`src/rtl/core/barometric_pressure_compensation_core_defines.svh`:
```
// assertion macros shared by the pressure compensation rtl
// no dependencies; taken in by files that carry concurrent checks
`ifndef BAROMETRIC_PRESSURE_COMPENSATION_CORE_DEFINES_SVH
`define BAROMETRIC_PRESSURE_COMPENSATION_CORE_DEFINES_SVH

// same-cycle implication, disabled while reset is asserted
`define BPC_ASSERT_NOW(lbl, clk, rst_n, ante, cons) \
	lbl: assert property (@(posedge clk) disable iff (!rst_n) (ante) |-> (cons)) \
		else $error("bpc check failed");

// next-cycle implication, disabled while reset is asserted
`define BPC_ASSERT_NEXT(lbl, clk, rst_n, ante, cons) \
	lbl: assert property (@(posedge clk) disable iff (!rst_n) (ante) |=> (cons)) \
		else $error("bpc check failed");

`endif

```
`src/rtl/core/bpc_pkg.sv`:
```
// shared types, widths, codes and helpers for the pressure compensation core
// no dependencies; imported by every module of the block
package bpc_pkg;

	// field widths
	localparam int RAW_W  = 24;
	localparam int COEF_W = 16;
	localparam int PRES_W = 17;
	localparam int TOUT_W = 15;
	localparam int CFG_IDX_W = 3;

	// internal widths
	localparam int DT_W    = 25;  // d2 - c5*2^8
	localparam int MUL_W   = 42;  // dt times a coefficient
	localparam int DTSQ_W  = 50;  // dt squared
	localparam int TQ_W    = 18;  // dt*c6/2^23
	localparam int OQ_W    = 34;  // c4*dt/2^7
	localparam int SQ_W    = 33;  // c3*dt/2^8
	localparam int T2_W    = 17;
	localparam int T2_LSB  = 31;
	localparam int TEMP0_W = 19;  // first order temperature
	localparam int OFF0_W  = 35;
	localparam int SENS0_W = 34;
	localparam int AB_W    = 18;  // temperature deltas for second order
	localparam int SQR_W   = 34;  // squared deltas
	localparam int CORR_W  = 38;  // off2, sens2
	localparam int TEMP_W  = 20;  // final temperature before clamp
	localparam int OFFS_W  = 40;  // final off and sens
	localparam int SPLIT   = 19;  // low part of sens for the split multiply
	localparam int PHI_W   = DT_W + OFFS_W - SPLIT;
	localparam int PLO_W   = RAW_W + SPLIT;
	localparam int WIDE_W  = 64;
	localparam int Q_W     = 43;
	localparam int R_W     = 44;
	localparam int P_W     = 30;

	// scaling shifts
	localparam int SH_TEMP = 23;
	localparam int SH_OFF  = 7;
	localparam int SH_SENS = 8;
	localparam int SH_PQ   = 21;
	localparam int SH_P    = 15;

	// reference points
	localparam logic signed [TEMP0_W-1:0] TEMP_REF  = 19'sd2000;
	localparam logic signed [AB_W-1:0]    COLD_LIM  = -18'sd3500;  // -15.00 C less 20.00 C
	localparam logic signed [AB_W-1:0]    COLD_BIAS = 18'sd3500;

	// output limits
	localparam int P_MIN = 1000;
	localparam int P_MAX = 120000;
	localparam int T_MIN = -4000;
	localparam int T_MAX = 8500;

	typedef enum logic [1:0] {
		ST_OK   = 2'd0,
		ST_ZERO = 2'd1,
		ST_SAT  = 2'd2
	} status_t;

	typedef enum logic [CFG_IDX_W-1:0] {
		REG_SENS        = 3'd0,
		REG_OFFSET      = 3'd1,
		REG_SENS_TEMP   = 3'd2,
		REG_OFFSET_TEMP = 3'd3,
		REG_REF_TEMP    = 3'd4,
		REG_TEMP_SLOPE  = 3'd5
	} reg_idx_t;

	typedef struct packed {
		logic [COEF_W-1:0] sens;
		logic [COEF_W-1:0] offset;
		logic [COEF_W-1:0] sens_temp;
		logic [COEF_W-1:0] offset_temp;
		logic [COEF_W-1:0] ref_temp;
		logic [COEF_W-1:0] temp_slope;
	} coef_t;

	typedef struct packed {
		logic [RAW_W-1:0] raw_pressure;
		logic [RAW_W-1:0] raw_temperature;
	} in_t;

	// first order results
	typedef struct packed {
		logic [RAW_W-1:0]          d1;
		logic                      zero;
		logic signed [TEMP0_W-1:0] temp;
		logic signed [OFF0_W-1:0]  off;
		logic signed [SENS0_W-1:0] sens;
		logic [T2_W-1:0]           t2;
		logic signed [AB_W-1:0]    a;
		logic signed [AB_W-1:0]    b;
	} base_t;

	// second order corrected values
	typedef struct packed {
		logic [RAW_W-1:0]         d1;
		logic                     zero;
		logic signed [TEMP_W-1:0] temp;
		logic signed [OFFS_W-1:0] off;
		logic signed [OFFS_W-1:0] sens;
	} corr_t;

	typedef struct packed {
		logic [PRES_W-1:0]        pressure;
		logic signed [TOUT_W-1:0] temperature;
		status_t                  status;
	} res_t;

	// signed shift right that rounds toward zero
	function automatic logic signed [WIDE_W-1:0] trunc_shr(input logic signed [WIDE_W-1:0] x,
		input int unsigned sh);
		logic signed [WIDE_W-1:0] bias;
		bias = x[WIDE_W-1] ? ((64'sd1 <<< sh) - 64'sd1) : 64'sd0;
		return (x + bias) >>> sh;
	endfunction

endpackage

```
`src/rtl/core/bpc_corr_stage.sv`:
```
// stages 5 to 7: second order correction of temp, off and sens
// depends on bpc_pkg
module bpc_corr_stage import bpc_pkg::*; (
	input  logic  clk,
	input  logic  arst_n,
	input  logic  in_valid,
	output logic  in_ready,
	input  base_t in_data,
	output logic  out_valid,
	input  logic  out_ready,
	output corr_t out_data
);

	logic v_s5, v_s6, v_s7;
	logic en_s5, en_s6, en_s7;

	assign en_s7     = !v_s7 || out_ready;
	assign en_s6     = !v_s6 || en_s7;
	assign en_s5     = !v_s5 || en_s6;
	assign in_ready  = en_s5;
	assign out_valid = v_s7;

	always_ff @(posedge clk or negedge arst_n) begin
		if (!arst_n) begin
			v_s5 <= 1'b0;
			v_s6 <= 1'b0;
			v_s7 <= 1'b0;
		end else begin
			if (en_s5) v_s5 <= in_valid;
			if (en_s6) v_s6 <= v_s5;
			if (en_s7) v_s7 <= v_s6;
		end
	end

	logic [RAW_W-1:0]           d1_s5, d1_s6;
	logic                       zero_s5, zero_s6;
	logic signed [TEMP0_W-1:0]  temp_s5;
	logic signed [TEMP_W-1:0]   temp_s6;
	logic signed [OFF0_W-1:0]   off_s5, off_s6;
	logic signed [SENS0_W-1:0]  sens_s5, sens_s6;
	logic [T2_W-1:0]            t2_s5;
	logic [SQR_W-1:0]           a2_s5, b2_s5;
	logic [CORR_W-1:0]          off2_s6, sens2_s6;
	logic signed [2*AB_W-1:0]   a2_full, b2_full;
	logic [SQR_W+2:0]           a5, b7;
	logic [SQR_W+3:0]           b11;
	logic [CORR_W-1:0]          off2_c, sens2_c;

	// deltas are zero where no correction applies, so the squares vanish
	always_comb begin
		a2_full = (2*AB_W)'(in_data.a) * (2*AB_W)'(in_data.a);
		b2_full = (2*AB_W)'(in_data.b) * (2*AB_W)'(in_data.b);
	end

	// constant multiples by shift and add; all terms are non-negative
	always_comb begin
		a5  = {1'b0, a2_s5, 2'b00} + {3'b000, a2_s5};
		b7  = {b2_s5, 3'b000} - {3'b000, b2_s5};
		b11 = {1'b0, b2_s5, 3'b000} + {3'b000, b2_s5, 1'b0} + {4'b0000, b2_s5};
		off2_c  = {2'b00, a5[SQR_W+2:1]} + {1'b0, b7};
		sens2_c = {3'b000, a5[SQR_W+2:2]} + {1'b0, b11[SQR_W+3:1]};
	end

	always_ff @(posedge clk) begin
		if (en_s5) begin
			d1_s5   <= in_data.d1;
			zero_s5 <= in_data.zero;
			temp_s5 <= in_data.temp;
			off_s5  <= in_data.off;
			sens_s5 <= in_data.sens;
			t2_s5   <= in_data.t2;
			a2_s5   <= a2_full[SQR_W-1:0];
			b2_s5   <= b2_full[SQR_W-1:0];
		end
		if (en_s6) begin
			d1_s6    <= d1_s5;
			zero_s6  <= zero_s5;
			temp_s6  <= TEMP_W'(temp_s5) - $signed({3'b000, t2_s5});
			off_s6   <= off_s5;
			sens_s6  <= sens_s5;
			off2_s6  <= off2_c;
			sens2_s6 <= sens2_c;
		end
		if (en_s7) begin
			out_data.d1   <= d1_s6;
			out_data.zero <= zero_s6;
			out_data.temp <= temp_s6;
			out_data.off  <= OFFS_W'(off_s6) - $signed({2'b00, off2_s6});
			out_data.sens <= OFFS_W'(sens_s6) - $signed({2'b00, sens2_s6});
		end
	end

endmodule

```
`config.mk`:
```
export PLATFORM = sky130hd
export DESIGN_NAME = bpc_corr_stage
export DESIGN_NICKNAME = d
export VERILOG_FILES = /design/src/rtl/core/barometric_pressure_compensation_core_defines.svh /design/src/rtl/core/bpc_pkg.sv /design/src/rtl/core/bpc_corr_stage.sv
export SDC_FILE = /design/constraint.sdc
export NUM_CORES = 2
export LEC_CHECK = 0
export BUFFER_PORTS_ARGS = -buffer_cell sky130_fd_sc_hd__buf_2
export CAP_MARGIN = 10
export CORE_ASPECT_RATIO = 0.8
export CORE_UTILIZATION = 55
export DETAILED_ROUTE_END_ITERATION = 16
export PLACE_DENSITY = 0.8
export SYNTH_ARGS = -nofsm -noshare
export SYNTH_HDL_FRONTEND = slang
export SYNTH_SLANG_ARGS = --single-unit
export TNS_END_PERCENT = 5
```
`constraint.sdc`:
```
create_clock -name clk -period 10.5 [get_ports clk]
set_input_delay 1.05 -clock clk [delete_from_list [all_inputs] [get_ports clk]]
set_output_delay 1.05 -clock clk [all_outputs]
set_load 0.1 [all_outputs]
```
[After elaboration in Yosys (flattened, before gate mapping)]
Index checks and enable logic that the tools add are counted.
Storage, ports and cells
  flip-flop bits (word level): 516
  input port bits: 170
  output and inout bits: 127
  word-level logic and storage cells: 40
Cells by class
  add/sub/neg operators: 9
  multipliers: 2
  reduce and logical (&&, ||, !) cells: 6
Operators by type and width (number)
  multiplier 18 x 18 -> 34 bit: 2
  subtractor 34 x 39 -> 40 bit: 1
  subtractor 35 x 39 -> 40 bit: 1
  adder 35 x 37 -> 38 bit: 1
  adder 36 x 37 -> 38 bit: 1
  adder 37 x 35 -> 38 bit: 1
  adder 38 x 34 -> 38 bit: 1
  adder 36 x 34 -> 37 bit: 1
  subtractor 37 x 34 -> 37 bit: 1
  subtractor 19 x 18 -> 20 bit: 1
  zero test 1 bit: 3
  logical OR 1 bit: 3

[Depth between registers and ports, before layout]
  word-level depth: 4
  mapped depth: 27
  depth with buffers taken out: 25

[Least setup slack after synthesis]
Ideal clock, no wire load.
  kind: flip-flop to flip-flop
  start point: register v_s7 (netlist: out_valid)
  end point: register a2_s5[0], enable pin
  library setup time: 2.818 ns
  arrival time: 7.517 ns
  required time: 7.682 ns
  slack: 0.164 ns
  cell stages (with the launch flop): 2
  period minus slack after synthesis: 10.336 ns
  path through: dfrtp_1 nand4b_1
Between the ends
  cells in the longest elaborated chain, start to end: 4
Ends and longest elaborated chain
  start: declaration: RTL line bpc_corr_stage.sv:14  | logic v_s5, v_s6, v_s7;
  start signal: assignment: RTL line bpc_corr_stage.sv:31  | if (en_s7) v_s7 <= v_s6;
  zero test 1 bit: RTL line bpc_corr_stage.sv:17  | assign en_s7 = !v_s7 || out_ready;
  logical OR 1 bit: RTL line bpc_corr_stage.sv:17
  logical OR 1 bit: RTL line bpc_corr_stage.sv:18  | assign en_s6 = !v_s6 || en_s7;
  logical OR 1 bit: RTL line bpc_corr_stage.sv:19  | assign en_s5 = !v_s5 || en_s6;
  named net in_ready: RTL line bpc_corr_stage.sv:7  | output logic in_ready,
  end signal: assignment: RTL line bpc_corr_stage.sv:72  | a2_s5 <= a2_full[SQR_W-1:0];
  end: declaration: RTL line bpc_corr_stage.sv:42  | logic [SQR_W-1:0] a2_s5, b2_s5;
The timed path passes the listed nets, and every way through them passes these cells.
A chain may end at the register's enable or synchronous reset.

[Worst setup path after layout]
  start point: input in_data[17] (netlist name)
  end point: register b2_s5[31], data pin
Between the ends
  cells in the longest elaborated chain, start to end: 1
Ends and longest elaborated chain
  start: declaration: RTL line bpc_corr_stage.sv:8  | input base_t in_data,
  multiplier 18 x 18 -> 34 bit: RTL line bpc_corr_stage.sv:52  | b2_full = (2*AB_W)'(in_data.b) * (2*AB_W)'(in_data.b);
  named net b2_full[31]: RTL line bpc_corr_stage.sv:44  | logic signed [2*AB_W-1:0] a2_full, b2_full;
  end signal: assignment: RTL line bpc_corr_stage.sv:73  | b2_s5 <= b2_full[SQR_W-1:0];
  end: declaration: RTL line bpc_corr_stage.sv:42
The timed path passes the listed nets, and every way through them passes these cells.

==> impl_results.md <==
- Status: finished, final reports clean
- Pre-CTS setup slack: approximately 2.6 ns
- Wire length on met3: about 8500 µm
- Clk root buf: clkbuf_16
- Pin count of the biggest net entering global routing: 191
- Setup tns final: 0 ns
- DP Wirelength: ~90000 µm
- Mapped Area: roughly 50000 µm²
- Fin cells: between 6000 and 7000
- Count of cell types in the netlist: 86
- WL met2: around 52000 µm
- Hold/Removal Path Class: in2async
- Die area: just over 90000 µm²
- Remaining global-route overflow: 0
- Setup violators final: 0
- Worst Path Arrival: around 7.7 ns
- Post-CTS Setup Bufs: 0
- Initial antenna violation count: 2
- Total Routing Usage GR: between 20% and 30%
- Multi-input logic area: between 30000 and 40000 µm²
- Crit path kind: in2reg
- Post-DRT Antenna Nets: 0
- Max Cap Viol: 0
- Largest area contributor in the netlist: edfxtp_1
- Data required, critical path: ~11 ns
- Max Slew Vio Count: 0
- Post-Route WL: between 100000 and 150000 µm
- Most used DFF post-synth: edfxtp_1
- Most common cell in the netlist: inv_1
- Top-area cell type share of the netlist area: between 30% and 40%
- Rows: slightly below 100
- IO Pins: just under 300
- DRC Markers: 0
- Number of CTS-inserted buffers: 53
- Worst Setup Slack, final: 3.18 ns
- First-pass GRT wire length: about 180000 µm
- CTS HTree Levels: 2
- Worst Max-Slew Pin Slew: between 1 and 1.5 ns
- Initial DRC Count: between 2000 and 3000
- CTS tree: built
- Worst-path maximum fanout: 23
- Initial core utilization: 55.7%
- CTS clock-pin slew for the worst setup and hold paths: about 0.06 ns
- Fmax: 137 MHz
- Post-synth top cells: inv_1 (992), fa_1 (599), edfxtp_1 (510)
- Avg Cell Area, Syn: ~11 µm²
- RSZ-0062 raised after global routing: false
- R2r setup slk: 4.29 ns
- Synth async-reset ratio: less than 1%
- Clock Skews: around 0.032 ns
- Share of layout cells above drive strength 1: between 8 and 9%
- Post-Syn Instances: between 4000 and 5000
- Fill cells: roughly 7200
- M1 WL: 49600 µm
- RD Place Congestion: 0.932
- Die H: approximately 270 µm
- CTS Buffer Depth: 3
- TritonCTS Sinks: a little over 500
- Vias/cell: about 5.5
- Seq/Total Area, Yosys: just over 30%
- FF/Latch Area: about 15000 µm²
- Vias in the first global route: roughly 35000
- Max Used Layer: met4
- Inst Count DP: 6148
- Vias after detailed routing: about 34000
- Slew HR: 27.2%
- Area Overhead vs Synth: 9.34%
- Reg-to-reg endpoint: off2_s6[37]
- Core region area: roughly 90000 µm²
- Pre-antenna DRT Iters: 6
- FF-to-FF Start: b2_s5[0]
- Syn. warnings: 0
- Largest cells by area after synthesis: edfxtp_1 (31%), fa_1 (24%), ha_1 (12%)
- Min Hold Slack: 0.242 ns
- #FFs+latches synth: 513
- Critical path endpoint category: flop
- Post-synth EDFFs: 510
- Critical Path Start Type: input port
- Final hold vios: 0
- Cts hold-fix bufs: 0
- Reg2Reg Depth: 21
- Worst-Skew Late Latency: between 0.6 and 0.7 ns
- DIE WIDTH: about 340 µm
- Nets: between 6000 and 7000
- Fin crit period: 7.32 ns
- Post-cts sizing count: 0
- IO buf count: 296
- Fin crit share: a little over two thirds
- WL per Instance: between 15 and 20 µm
## per-stage QoR
step	utilization, %	cell area [µm²]
CTS	60.9	54500
global route	60.9	54500
floorplan	-	49900
global placement	58.8	52700
finish	60.9	54500
detailed placement	58.8	52700
## worst max-delay path by stage
stage,start,to,slack (ns),depth (start not counted)
floorplan,out_valid,a2_s5[0],0.16,1
global placement,in_data[16],b2_s5[31],2.75,25
detailed placement,in_data[17],b2_s5[31],2.64,23
CTS,in_data[17],b2_s5[31],3.29,23
global route,in_data[17],b2_s5[31],2.83,24
finish,in_data[17],b2_s5[31],3.18,23
## cells by family after synthesis
logic type	Yosys count	share of synthesized area, %
compound gates	798	10.6
xor+xnor	314	5.51
fa+ha+maj	1065	35.7
buf+inv	1056	7.95
flops	513	30.8
mux	5	0.105
other cells	1	0.00752
simple gates	958	9.23
## layout make-up
type                       count  area share, %
sequential                   513           28.2
timing repair buffer         301           2.83
clock inverter                39          0.869
tap                         1200           2.75
antenna                        2        0.00917
clock buffer                  58           2.50
multi-input combinational   3142           56.0
inverter                     992           6.83
## registers in the layout, indices dropped and copies added (netlist names), 34 cells and up
register and count:
sens_s5 34, sens_s6 34, off_s6 35, off_s5 35
sens2_s6 37, off2_s6 38, out_data 125
## metal layers
metal  vias up  GRT usage [%]
met2      1249           40.7
li1      16200              -
met5         -              0
met1     16700           35.3
met3       160           3.87
met4         0           5.17
## critical path, stage by stage
cell       delay [ns]
buf_2            0.37
inv_1            0.37
nor2_1           0.26
xnor2_1          0.14
ha_1             0.26
fa_1             0.45
fa_1             0.53
fa_1             0.45
fa_1             0.49
inv_1            0.05
fa_1             0.47
inv_1            0.05
ha_1             0.33
and3_1           0.23
a221o_1          0.36
a2111oi_0        0.42
o21ai_1          0.17
a41o_1           0.33
a21o_1           0.20
a21o_1           0.20
a21o_1           0.18
a211oi_1         0.25
nor2_1           0.07
## placed cells by master (no fill, tap or decap), types with 33 or more instances in the layout
| cell type | n |
|---|---|
| o21bai_1 | 39 |
| nor2_1 | 206 |
| nand2b_1 | 53 |
| buf_2 | 296 |
| fa_1 | 599 |
| and3_1 | 33 |
| a21oi_1 | 229 |
| nor3_1 | 54 |
| and2_1 | 91 |
| o21a_1 | 51 |
| clkbuf_16 | 53 |
| ha_1 | 466 |
| nand3_1 | 48 |
| nor2b_1 | 43 |
| o21ai_0 | 127 |
| xnor2_1 | 219 |
| inv_1 | 992 |
| edfxtp_1 | 510 |
| xor2_1 | 95 |
| nand2_1 | 333 |
| a21o_1 | 131 |
Power is left out: the tool's default activity adds up to more than one toggle a clock period on the data nets, which glitch-free logic cannot reach.
