**src/rtl/core/barometric_pressure_compensation_core_defines.svh**
```systemverilog
// assertion macros shared by the pressure compensation rtl
// no dependencies; taken in by files that carry concurrent checks
`ifndef BAROMETRIC_PRESSURE_COMPENSATION_CORE_DEFINES_SVH
`define BAROMETRIC_PRESSURE_COMPENSATION_CORE_DEFINES_SVH

// same-cycle implication, disabled while reset is asserted
`define BPC_ASSERT_NOW(lbl, clk, rst_n, ante, cons) \
	lbl: assert property (@(posedge clk) disable iff (!rst_n) (ante) |-> (cons)) \
		else $error("bpc check failed");

// next-cycle implication, disabled while reset is asserted
`define BPC_ASSERT_NEXT(lbl, clk, rst_n, ante, cons) \
	lbl: assert property (@(posedge clk) disable iff (!rst_n) (ante) |=> (cons)) \
		else $error("bpc check failed");

`endif

```
**src/rtl/core/bpc_pkg.sv**
```systemverilog
// shared types, widths, codes and helpers for the pressure compensation core
// no dependencies; imported by every module of the block
package bpc_pkg;

	// field widths
	localparam int RAW_W  = 24;
	localparam int COEF_W = 16;
	localparam int PRES_W = 17;
	localparam int TOUT_W = 15;
	localparam int CFG_IDX_W = 3;

	// internal widths
	localparam int DT_W    = 25;  // d2 - c5*2^8
	localparam int MUL_W   = 42;  // dt times a coefficient
	localparam int DTSQ_W  = 50;  // dt squared
	localparam int TQ_W    = 18;  // dt*c6/2^23
	localparam int OQ_W    = 34;  // c4*dt/2^7
	localparam int SQ_W    = 33;  // c3*dt/2^8
	localparam int T2_W    = 17;
	localparam int T2_LSB  = 31;
	localparam int TEMP0_W = 19;  // first order temperature
	localparam int OFF0_W  = 35;
	localparam int SENS0_W = 34;
	localparam int AB_W    = 18;  // temperature deltas for second order
	localparam int SQR_W   = 34;  // squared deltas
	localparam int CORR_W  = 38;  // off2, sens2
	localparam int TEMP_W  = 20;  // final temperature before clamp
	localparam int OFFS_W  = 40;  // final off and sens
	localparam int SPLIT   = 19;  // low part of sens for the split multiply
	localparam int PHI_W   = DT_W + OFFS_W - SPLIT;
	localparam int PLO_W   = RAW_W + SPLIT;
	localparam int WIDE_W  = 64;
	localparam int Q_W     = 43;
	localparam int R_W     = 44;
	localparam int P_W     = 30;

	// scaling shifts
	localparam int SH_TEMP = 23;
	localparam int SH_OFF  = 7;
	localparam int SH_SENS = 8;
	localparam int SH_PQ   = 21;
	localparam int SH_P    = 15;

	// reference points
	localparam logic signed [TEMP0_W-1:0] TEMP_REF  = 19'sd2000;
	localparam logic signed [AB_W-1:0]    COLD_LIM  = -18'sd3500;  // -15.00 C less 20.00 C
	localparam logic signed [AB_W-1:0]    COLD_BIAS = 18'sd3500;

	// output limits
	localparam int P_MIN = 1000;
	localparam int P_MAX = 120000;
	localparam int T_MIN = -4000;
	localparam int T_MAX = 8500;

	typedef enum logic [1:0] {
		ST_OK   = 2'd0,
		ST_ZERO = 2'd1,
		ST_SAT  = 2'd2
	} status_t;

	typedef enum logic [CFG_IDX_W-1:0] {
		REG_SENS        = 3'd0,
		REG_OFFSET      = 3'd1,
		REG_SENS_TEMP   = 3'd2,
		REG_OFFSET_TEMP = 3'd3,
		REG_REF_TEMP    = 3'd4,
		REG_TEMP_SLOPE  = 3'd5
	} reg_idx_t;

	typedef struct packed {
		logic [COEF_W-1:0] sens;
		logic [COEF_W-1:0] offset;
		logic [COEF_W-1:0] sens_temp;
		logic [COEF_W-1:0] offset_temp;
		logic [COEF_W-1:0] ref_temp;
		logic [COEF_W-1:0] temp_slope;
	} coef_t;

	typedef struct packed {
		logic [RAW_W-1:0] raw_pressure;
		logic [RAW_W-1:0] raw_temperature;
	} in_t;

	// first order results
	typedef struct packed {
		logic [RAW_W-1:0]          d1;
		logic                      zero;
		logic signed [TEMP0_W-1:0] temp;
		logic signed [OFF0_W-1:0]  off;
		logic signed [SENS0_W-1:0] sens;
		logic [T2_W-1:0]           t2;
		logic signed [AB_W-1:0]    a;
		logic signed [AB_W-1:0]    b;
	} base_t;

	// second order corrected values
	typedef struct packed {
		logic [RAW_W-1:0]         d1;
		logic                     zero;
		logic signed [TEMP_W-1:0] temp;
		logic signed [OFFS_W-1:0] off;
		logic signed [OFFS_W-1:0] sens;
	} corr_t;

	typedef struct packed {
		logic [PRES_W-1:0]        pressure;
		logic signed [TOUT_W-1:0] temperature;
		status_t                  status;
	} res_t;

	// signed shift right that rounds toward zero
	function automatic logic signed [WIDE_W-1:0] trunc_shr(input logic signed [WIDE_W-1:0] x,
		input int unsigned sh);
		logic signed [WIDE_W-1:0] bias;
		bias = x[WIDE_W-1] ? ((64'sd1 <<< sh) - 64'sd1) : 64'sd0;
		return (x + bias) >>> sh;
	endfunction

endpackage

```
**src/rtl/core/bpc_press_stage.sv**
```systemverilog
// stages 8 to 13: split d1*sens product, pressure scaling, clamp and status
// depends on bpc_pkg
module bpc_press_stage import bpc_pkg::*; (
	input  logic  clk,
	input  logic  arst_n,
	input  logic  in_valid,
	output logic  in_ready,
	input  corr_t in_data,
	output logic  out_valid,
	input  logic  out_ready,
	output res_t  out_data
);

	logic v_s8, v_s9, v_s10, v_s11, v_s12, v_s13;
	logic en_s8, en_s9, en_s10, en_s11, en_s12, en_s13;

	assign en_s13    = !v_s13 || out_ready;
	assign en_s12    = !v_s12 || en_s13;
	assign en_s11    = !v_s11 || en_s12;
	assign en_s10    = !v_s10 || en_s11;
	assign en_s9     = !v_s9 || en_s10;
	assign en_s8     = !v_s8 || en_s9;
	assign in_ready  = en_s8;
	assign out_valid = v_s13;

	always_ff @(posedge clk or negedge arst_n) begin
		if (!arst_n) begin
			v_s8  <= 1'b0;
			v_s9  <= 1'b0;
			v_s10 <= 1'b0;
			v_s11 <= 1'b0;
			v_s12 <= 1'b0;
			v_s13 <= 1'b0;
		end else begin
			if (en_s8)  v_s8  <= in_valid;
			if (en_s9)  v_s9  <= v_s8;
			if (en_s10) v_s10 <= v_s9;
			if (en_s11) v_s11 <= v_s10;
			if (en_s12) v_s12 <= v_s11;
			if (en_s13) v_s13 <= v_s12;
		end
	end

	logic                      zero_s8, zero_s9, zero_s10, zero_s11, zero_s12;
	logic signed [TEMP_W-1:0]  temp_s8, temp_s9, temp_s10, temp_s11, temp_s12;
	logic signed [OFFS_W-1:0]  off_s8, off_s9, off_s10;
	logic signed [PHI_W-1:0]   phi_s8;
	logic [PLO_W-1:0]          plo_s8;
	logic signed [WIDE_W-1:0]  prod_s9;
	logic signed [Q_W-1:0]     q_s10;
	logic signed [R_W-1:0]     r_s11;
	logic signed [P_W-1:0]     p_s12;
	logic signed [WIDE_W-1:0]  q_full, p_full;
	logic [PRES_W-1:0]         pres_c;
	logic signed [TOUT_W-1:0]  tout_c;
	logic                      sat_c;
	status_t                   st_c;

	always_comb begin
		q_full = trunc_shr(prod_s9, SH_PQ);
		p_full = trunc_shr(WIDE_W'(r_s11), SH_P);
	end

	// clamp both results; a zero reading overrides everything
	always_comb begin
		sat_c  = 1'b0;
		pres_c = p_s12[PRES_W-1:0];
		tout_c = temp_s12[TOUT_W-1:0];
		if (p_s12 < P_W'(P_MIN)) begin
			pres_c = PRES_W'(P_MIN);
			sat_c  = 1'b1;
		end else if (p_s12 > P_W'(P_MAX)) begin
			pres_c = PRES_W'(P_MAX);
			sat_c  = 1'b1;
		end
		if (temp_s12 < TEMP_W'(T_MIN)) begin
			tout_c = TOUT_W'(T_MIN);
			sat_c  = 1'b1;
		end else if (temp_s12 > TEMP_W'(T_MAX)) begin
			tout_c = TOUT_W'(T_MAX);
			sat_c  = 1'b1;
		end
		st_c = sat_c ? ST_SAT : ST_OK;
		if (zero_s12) begin
			pres_c = '0;
			tout_c = '0;
			st_c   = ST_ZERO;
		end
	end

	always_ff @(posedge clk) begin
		if (en_s8) begin
			zero_s8 <= in_data.zero;
			temp_s8 <= in_data.temp;
			off_s8  <= in_data.off;
			phi_s8  <= PHI_W'($signed({1'b0, in_data.d1}))
				* PHI_W'($signed(in_data.sens[OFFS_W-1:SPLIT]));
			plo_s8  <= PLO_W'(in_data.d1) * PLO_W'(in_data.sens[SPLIT-1:0]);
		end
		if (en_s9) begin
			zero_s9 <= zero_s8;
			temp_s9 <= temp_s8;
			off_s9  <= off_s8;
			prod_s9 <= (WIDE_W'(phi_s8) <<< SPLIT) + $signed({{(WIDE_W-PLO_W){1'b0}}, plo_s8});
		end
		if (en_s10) begin
			zero_s10 <= zero_s9;
			temp_s10 <= temp_s9;
			off_s10  <= off_s9;
			q_s10    <= q_full[Q_W-1:0];
		end
		if (en_s11) begin
			zero_s11 <= zero_s10;
			temp_s11 <= temp_s10;
			r_s11    <= R_W'(q_s10) - R_W'(off_s10);
		end
		if (en_s12) begin
			zero_s12 <= zero_s11;
			temp_s12 <= temp_s11;
			p_s12    <= p_full[P_W-1:0];
		end
		if (en_s13) begin
			out_data.pressure    <= pres_c;
			out_data.temperature <= tout_c;
			out_data.status      <= st_c;
		end
	end

endmodule

```
**config.mk**
```make
export PLATFORM = sky130hd
export DESIGN_NAME = bpc_press_stage
export DESIGN_NICKNAME = d
export VERILOG_FILES = /design/src/rtl/core/barometric_pressure_compensation_core_defines.svh /design/src/rtl/core/bpc_pkg.sv /design/src/rtl/core/bpc_press_stage.sv
export SDC_FILE = /design/constraint.sdc
export NUM_CORES = 2
export LEC_CHECK = 0
export ABC_AREA = 1
export BUFFER_PORTS_ARGS = -buffer_cell sky130_fd_sc_hd__buf_4
export CAP_MARGIN = 20
export CORE_MARGIN = 2
export CORE_UTILIZATION = 64
export DETAILED_ROUTE_END_ITERATION = 16
export MAX_ROUTING_LAYER = met4
export PLACE_DENSITY_LB_ADDON = 0.1
export SLEW_MARGIN = 20
export SYNTH_ARGS = -nofsm -noshare
export SYNTH_HDL_FRONTEND = slang
export SYNTH_SLANG_ARGS = --single-unit
```
**constraint.sdc**
```tcl
create_clock -name clk -period 11.7 [get_ports clk]
set_input_delay 0 -clock clk [delete_from_list [all_inputs] [get_ports clk]]
set_output_delay 0 -clock clk [all_outputs]
set_load 0.01 [all_outputs]
```
== Word level (Yosys, flattened, before mapping) ==
Cells that the tools add are included.
Cells by class
  $add $sub $neg: 4
  multiply operators: 2
  magnitude comparators: 4
  multiplexer cells: 11
  reductions and logical operators: 16
Operator list (number)
  $add 64x22->64: 1
  $add 64x44->64: 1
  $add 44x16->45: 1
  $mul 25x21->45: 1
  $mux 15: 3
  $sub 43x40->44: 1
  $mul 24x19->43: 1
  $gt 30x18->1 const B: 1
  $lt 30x11->1 const B: 1
  $mux 21: 1
  $gt 20x15->1 const B: 1
  $lt 20x13->1 const B: 1
  $mux 17: 1
  $mux 10: 1
  $logic_not 1->1: 6
  $logic_or 1x1->1: 6
  $reduce_or 3->1: 2
  $mux 1: 4
  $reduce_or 2->1: 2
  $mux 2: 1
Storage, ports and cells
  register bits: 534
  input bits: 129

== Logic depth before layout (Yosys ltp) ==
  depth in word-level cells: 7
  gate-level depth with buffers: 29
  depth with buffers taken out: 28

== Worst setup path before layout ==
Ideal clock, no wire load.
  kind: reg2reg
  start point: reg v_s13 (netlist: out_valid)
  end point: reg off_s8[0], enable pin
  setup time: 0.519 ns
  data arrival time: 8.317 ns
  data required time: 11.181 ns
  setup slack: 2.865 ns
  cell stages (with the launch flop): 10
  path buffers: 0
  clock period less this slack: 8.835 ns
  cells stage by stage: dfrtp_1 > inv_1 > nor2_1 > inv_1 > nor2_1 > inv_1 > nor2_1 > nand2_1 > nor2_1 > nand2_1
On the way
  longest elaborated chain between the ends: 7
Ends and longest elaborated chain
  from (decl): line bpc_press_stage.sv:14  | logic v_s8, v_s9, v_s10, v_s11, v_s12, v_s13;
  from (signal assigned): line bpc_press_stage.sv:40  | if (en_s13) v_s13 <= v_s12;
  $logic_not 1->1: line bpc_press_stage.sv:17  | assign en_s13 = !v_s13 || out_ready;
  $logic_or 1x1->1: line bpc_press_stage.sv:17
  via en_s13: line bpc_press_stage.sv:15  | logic en_s8, en_s9, en_s10, en_s11, en_s12, en_s13;
  $logic_or 1x1->1: line bpc_press_stage.sv:18  | assign en_s12 = !v_s12 || en_s13;
  via en_s12: line bpc_press_stage.sv:15
  $logic_or 1x1->1: line bpc_press_stage.sv:19  | assign en_s11 = !v_s11 || en_s12;
  $logic_or 1x1->1: line bpc_press_stage.sv:20  | assign en_s10 = !v_s10 || en_s11;
  via en_s10: line bpc_press_stage.sv:15
  $logic_or 1x1->1: line bpc_press_stage.sv:21  | assign en_s9 = !v_s9 || en_s10;
  $logic_or 1x1->1: line bpc_press_stage.sv:22  | assign en_s8 = !v_s8 || en_s9;
  via in_ready: line bpc_press_stage.sv:7  | output logic in_ready,
  to (signal assigned): line bpc_press_stage.sv:95  | off_s8 <= in_data.off;
  to (decl): line bpc_press_stage.sv:46  | logic signed [OFFS_W-1:0] off_s8, off_s9, off_s10;
The timed path passes the listed nets, and every way through them passes these cells.
A chain may end at the register's enable or synchronous reset.

== Worst setup path after layout ==
  start point: in in_data[112] (netlist bit)
  end point: reg phi_s8[36], data pin
On the way
  longest elaborated chain between the ends: 1
Ends and longest elaborated chain
  from (decl): line bpc_press_stage.sv:8  | input corr_t in_data,
  $mul 25x21->45: line bpc_press_stage.sv:97  | * PHI_W'($signed(in_data.sens[OFFS_W-1:SPLIT]));
  to (signal assigned): line bpc_press_stage.sv:96  | phi_s8 <= PHI_W'($signed({1'b0, in_data.d1}))
  to (decl): line bpc_press_stage.sv:47  | logic signed [PHI_W-1:0] phi_s8;
No other way between the ends.

==> impl_metrics.ini <==
[run]
drv_cap = 0

[yosys]
synth_flop_cell = edfxtp_1
yosysUniqueCellTypes = 43
syn_area_um2 = 61700
seq_area_frac_synth_pct = 26.0
ys_ff_latch = 534
synth_edf_count = 528
async_flop_share_pct = 1.12
netlist_instances = 7835
synth_area_per_cell_um2 = 7.87
syn_nets = 9161
ys_warn_count = 0

[grt]
grt-ovfl-total = 0
grt_pass1_wl_um = 270000
grt_max_degree = 67
antenna_found_initial = 1
grt_pass1_vias = 50829
track_usage_pct = 36.6

[critical_path]
cpMaxStageDelayCell = fa_1
crit_start = in_data[112]
cp_num_buf_inv = 6
required_ps = 12060
critical_path.most_common_cell = fa_1
worstPathMaxFanout = 40
r2r_start = out_valid
critPathArrivalTime_ps = 6010
path_delay_family = adder cells
path_cells = buf_4 > nand2_1 > inv_1 > fa_1 > fa_1 > inv_1 > fa_1 > inv_1 > fa_1 > fa_1 > fa_1 > inv_1 > fa_1 > inv_1 > ha_1 > nand2_1 > nor2_1 > nand2_1 > nor2_1 > nand2_1 > nand3_1 > nand2_1 > nand3_1 > nand2_1
max_stage_delay_ps = 520
cp-start-kind = primary input
crit_type = in -> reg
end_kind = register

[timing]
fin_worst_skew_ps = 19.9
tightest_slew_ps = 912
finalSetupViolCount = 0
slew_headroom_pct = 39.2
grt_setup_unrepaired = no
final.setup.tns_ps = 0
post-route-min-period_ps = 5650
fin_crit_sh_pct = 48.3
fmax_mhz = 177
slew_violations = 0
hold_viol_final = 0

[cts]
numCtsBuffers = 49
cts_setup_buffers = 0
cts_tree = done
ctsHoldBuffers = 65
cts.sinks = 534
htreeDepth = 2
cts-root-buf = clkbuf_16
clockBufferDepth = 3
ctsResizeCount = 0
clock_latency_ps = 610
clkSlewWorstSetupHoldPaths_ps = 70

[final_layout]
fill_cells = 7781
layout_commonest_cell = nand2_1
drive_above_1_share_pct = 3.66
multi_input_area_um2 = 37200
area_growth_pct = 7.34
seq_area_um2 = 16000
mostFrequentLayoutCells = nand2_1, inv_1, fa_1
fin_nets = 9268

[die]
die_w_um = 314
core_area_um2 = 95300
design.portCount = 165
die_y_um = 314
start_util_pct = 64.7
rows = 113
dieArea_um2 = 98800

[outcome]
status = completed

[route]
drc = 0
top_layer_used = met4
vias = 49685
post_drt_wl_per_cell_um = 18.5
wl_met1_um = 63700
routed-wl-met2_um = 84200
viasPerCell = 5.37
routed_wl_um = 171000
drt_iter0_markers = 4167
wl_met3_um = 14300
dr.pass1.iters = 6
antenna_left = 0

[placement]
place_congestion = 1.02
place.port_buffers = 164
dp_hpwl_um = 132000

[hold_path]
holdCritPathClass = in -> reg
min_from = out_ready
-- logic make-up after synthesis --
kind of cell / Yosys count / synth area share [%]
buf+inv: 2242 / 13.7
compound gates: 246 / 2.19
xor+xnor: 103 / 1.46
fa+ha+maj: 1197 / 33.9
flops: 534 / 26.0
simple gates: 3513 / 22.8
-- worst register-to-register path, stage by stage (launching register included) --
cell and delay, ps:
dfrtp_1 380, inv_1 70, nor2_1 40, inv_1 40, buf_4 380, nor2_1 110, clkinv_2 610, nor2_1 240
nand2_4 470, nor2_1 240, nand2_4 390, buf_4 800, buf_4 770
-- path summary, 6_finish.rpt --
kind | to | slack, ps | depth (start not counted)
max in group asynchronous | out_valid | 11150 | 3
worst max register to register | plo_s8[4] | 6710 | 12
worst max-delay path | phi_s8[36] | 6050 | 24
worst min register to register | off_s9[28] | 420 | 0
worst min-delay path | out_valid | 40 | 5
min in group asynchronous | v_s10 | 330 | 3
-- per-layer routing --
| metal | global-route usage [%] | vias to the layer above |
|---|---|---|
| met5 | - | - |
| met4 | 15.8 | 0 |
| met3 | 5.16 | 509 |
| met2 | 61.9 | 2282 |
| met1 | 43.9 | 23559 |
| li1 | - | 23335 |
-- state kept, by name (all words and copies together), names as in the netlist, 40 cells and up --
| name | count |
|---|---|
| phi_s8 | 45 |
| prod_s9 | 64 |
| plo_s8 | 43 |
| off_s9 | 40 |
| off_s10 | 40 |
| q_s10 | 43 |
| off_s8 | 40 |
| r_s11 | 44 |
-- Yosys cell counts, types with 7 or more instances --
library cell	number	area [µm²]
nand2_1	2549	9570
inv_1	2062	7740
or2_2	18	113
xor2_1	75	657
nand3b_1	23	173
edfxtp_1	528	15900
nor3_1	44	220
xnor2_1	28	245
fa_1	791	15800
o21bai_1	24	180
ha_1	406	5080
a21oi_1	155	776
o21ai_0	39	195
clkbuf_1	176	661
a31oi_1	8	50.1
nand3_1	283	1420
o21a_1	7	52.6
and2_1	10	62.6
nor2_1	488	1830
nand4_1	68	425
-- layout make-up --
cell class	count	area share, %
inverters	2062	11.7
multi-input cells	5059	56.3
diodes	1	0.00378
repair buffers	236	2.92
clock buffers	58	1.90
well taps	1265	2.39
flip-flops and latches	534	24.2
clock inverters	32	0.618
-- stage by stage --
step / hold slack, ps / util [%] / instances / setup slack [ps] / cell area [µm²]
after floorplan: -296 / - / 7835 / 2860 / 61700
after global placement: -193 / 67.0 / 9091 / 5660 / 63900
after detailed placement: -188 / 67.0 / 9091 / 5530 / 63900
after CTS: 20.3 / 69.5 / 9246 / 5990 / 66200
after global routing: 35.4 / 69.5 / 9247 / 5700 / 66200
final: 39.9 / 69.5 / 9247 / 6050 / 66200
Power is left out: the tool's default activity adds up to more than one toggle a clock period on the data nets, which glitch-free logic cannot reach.
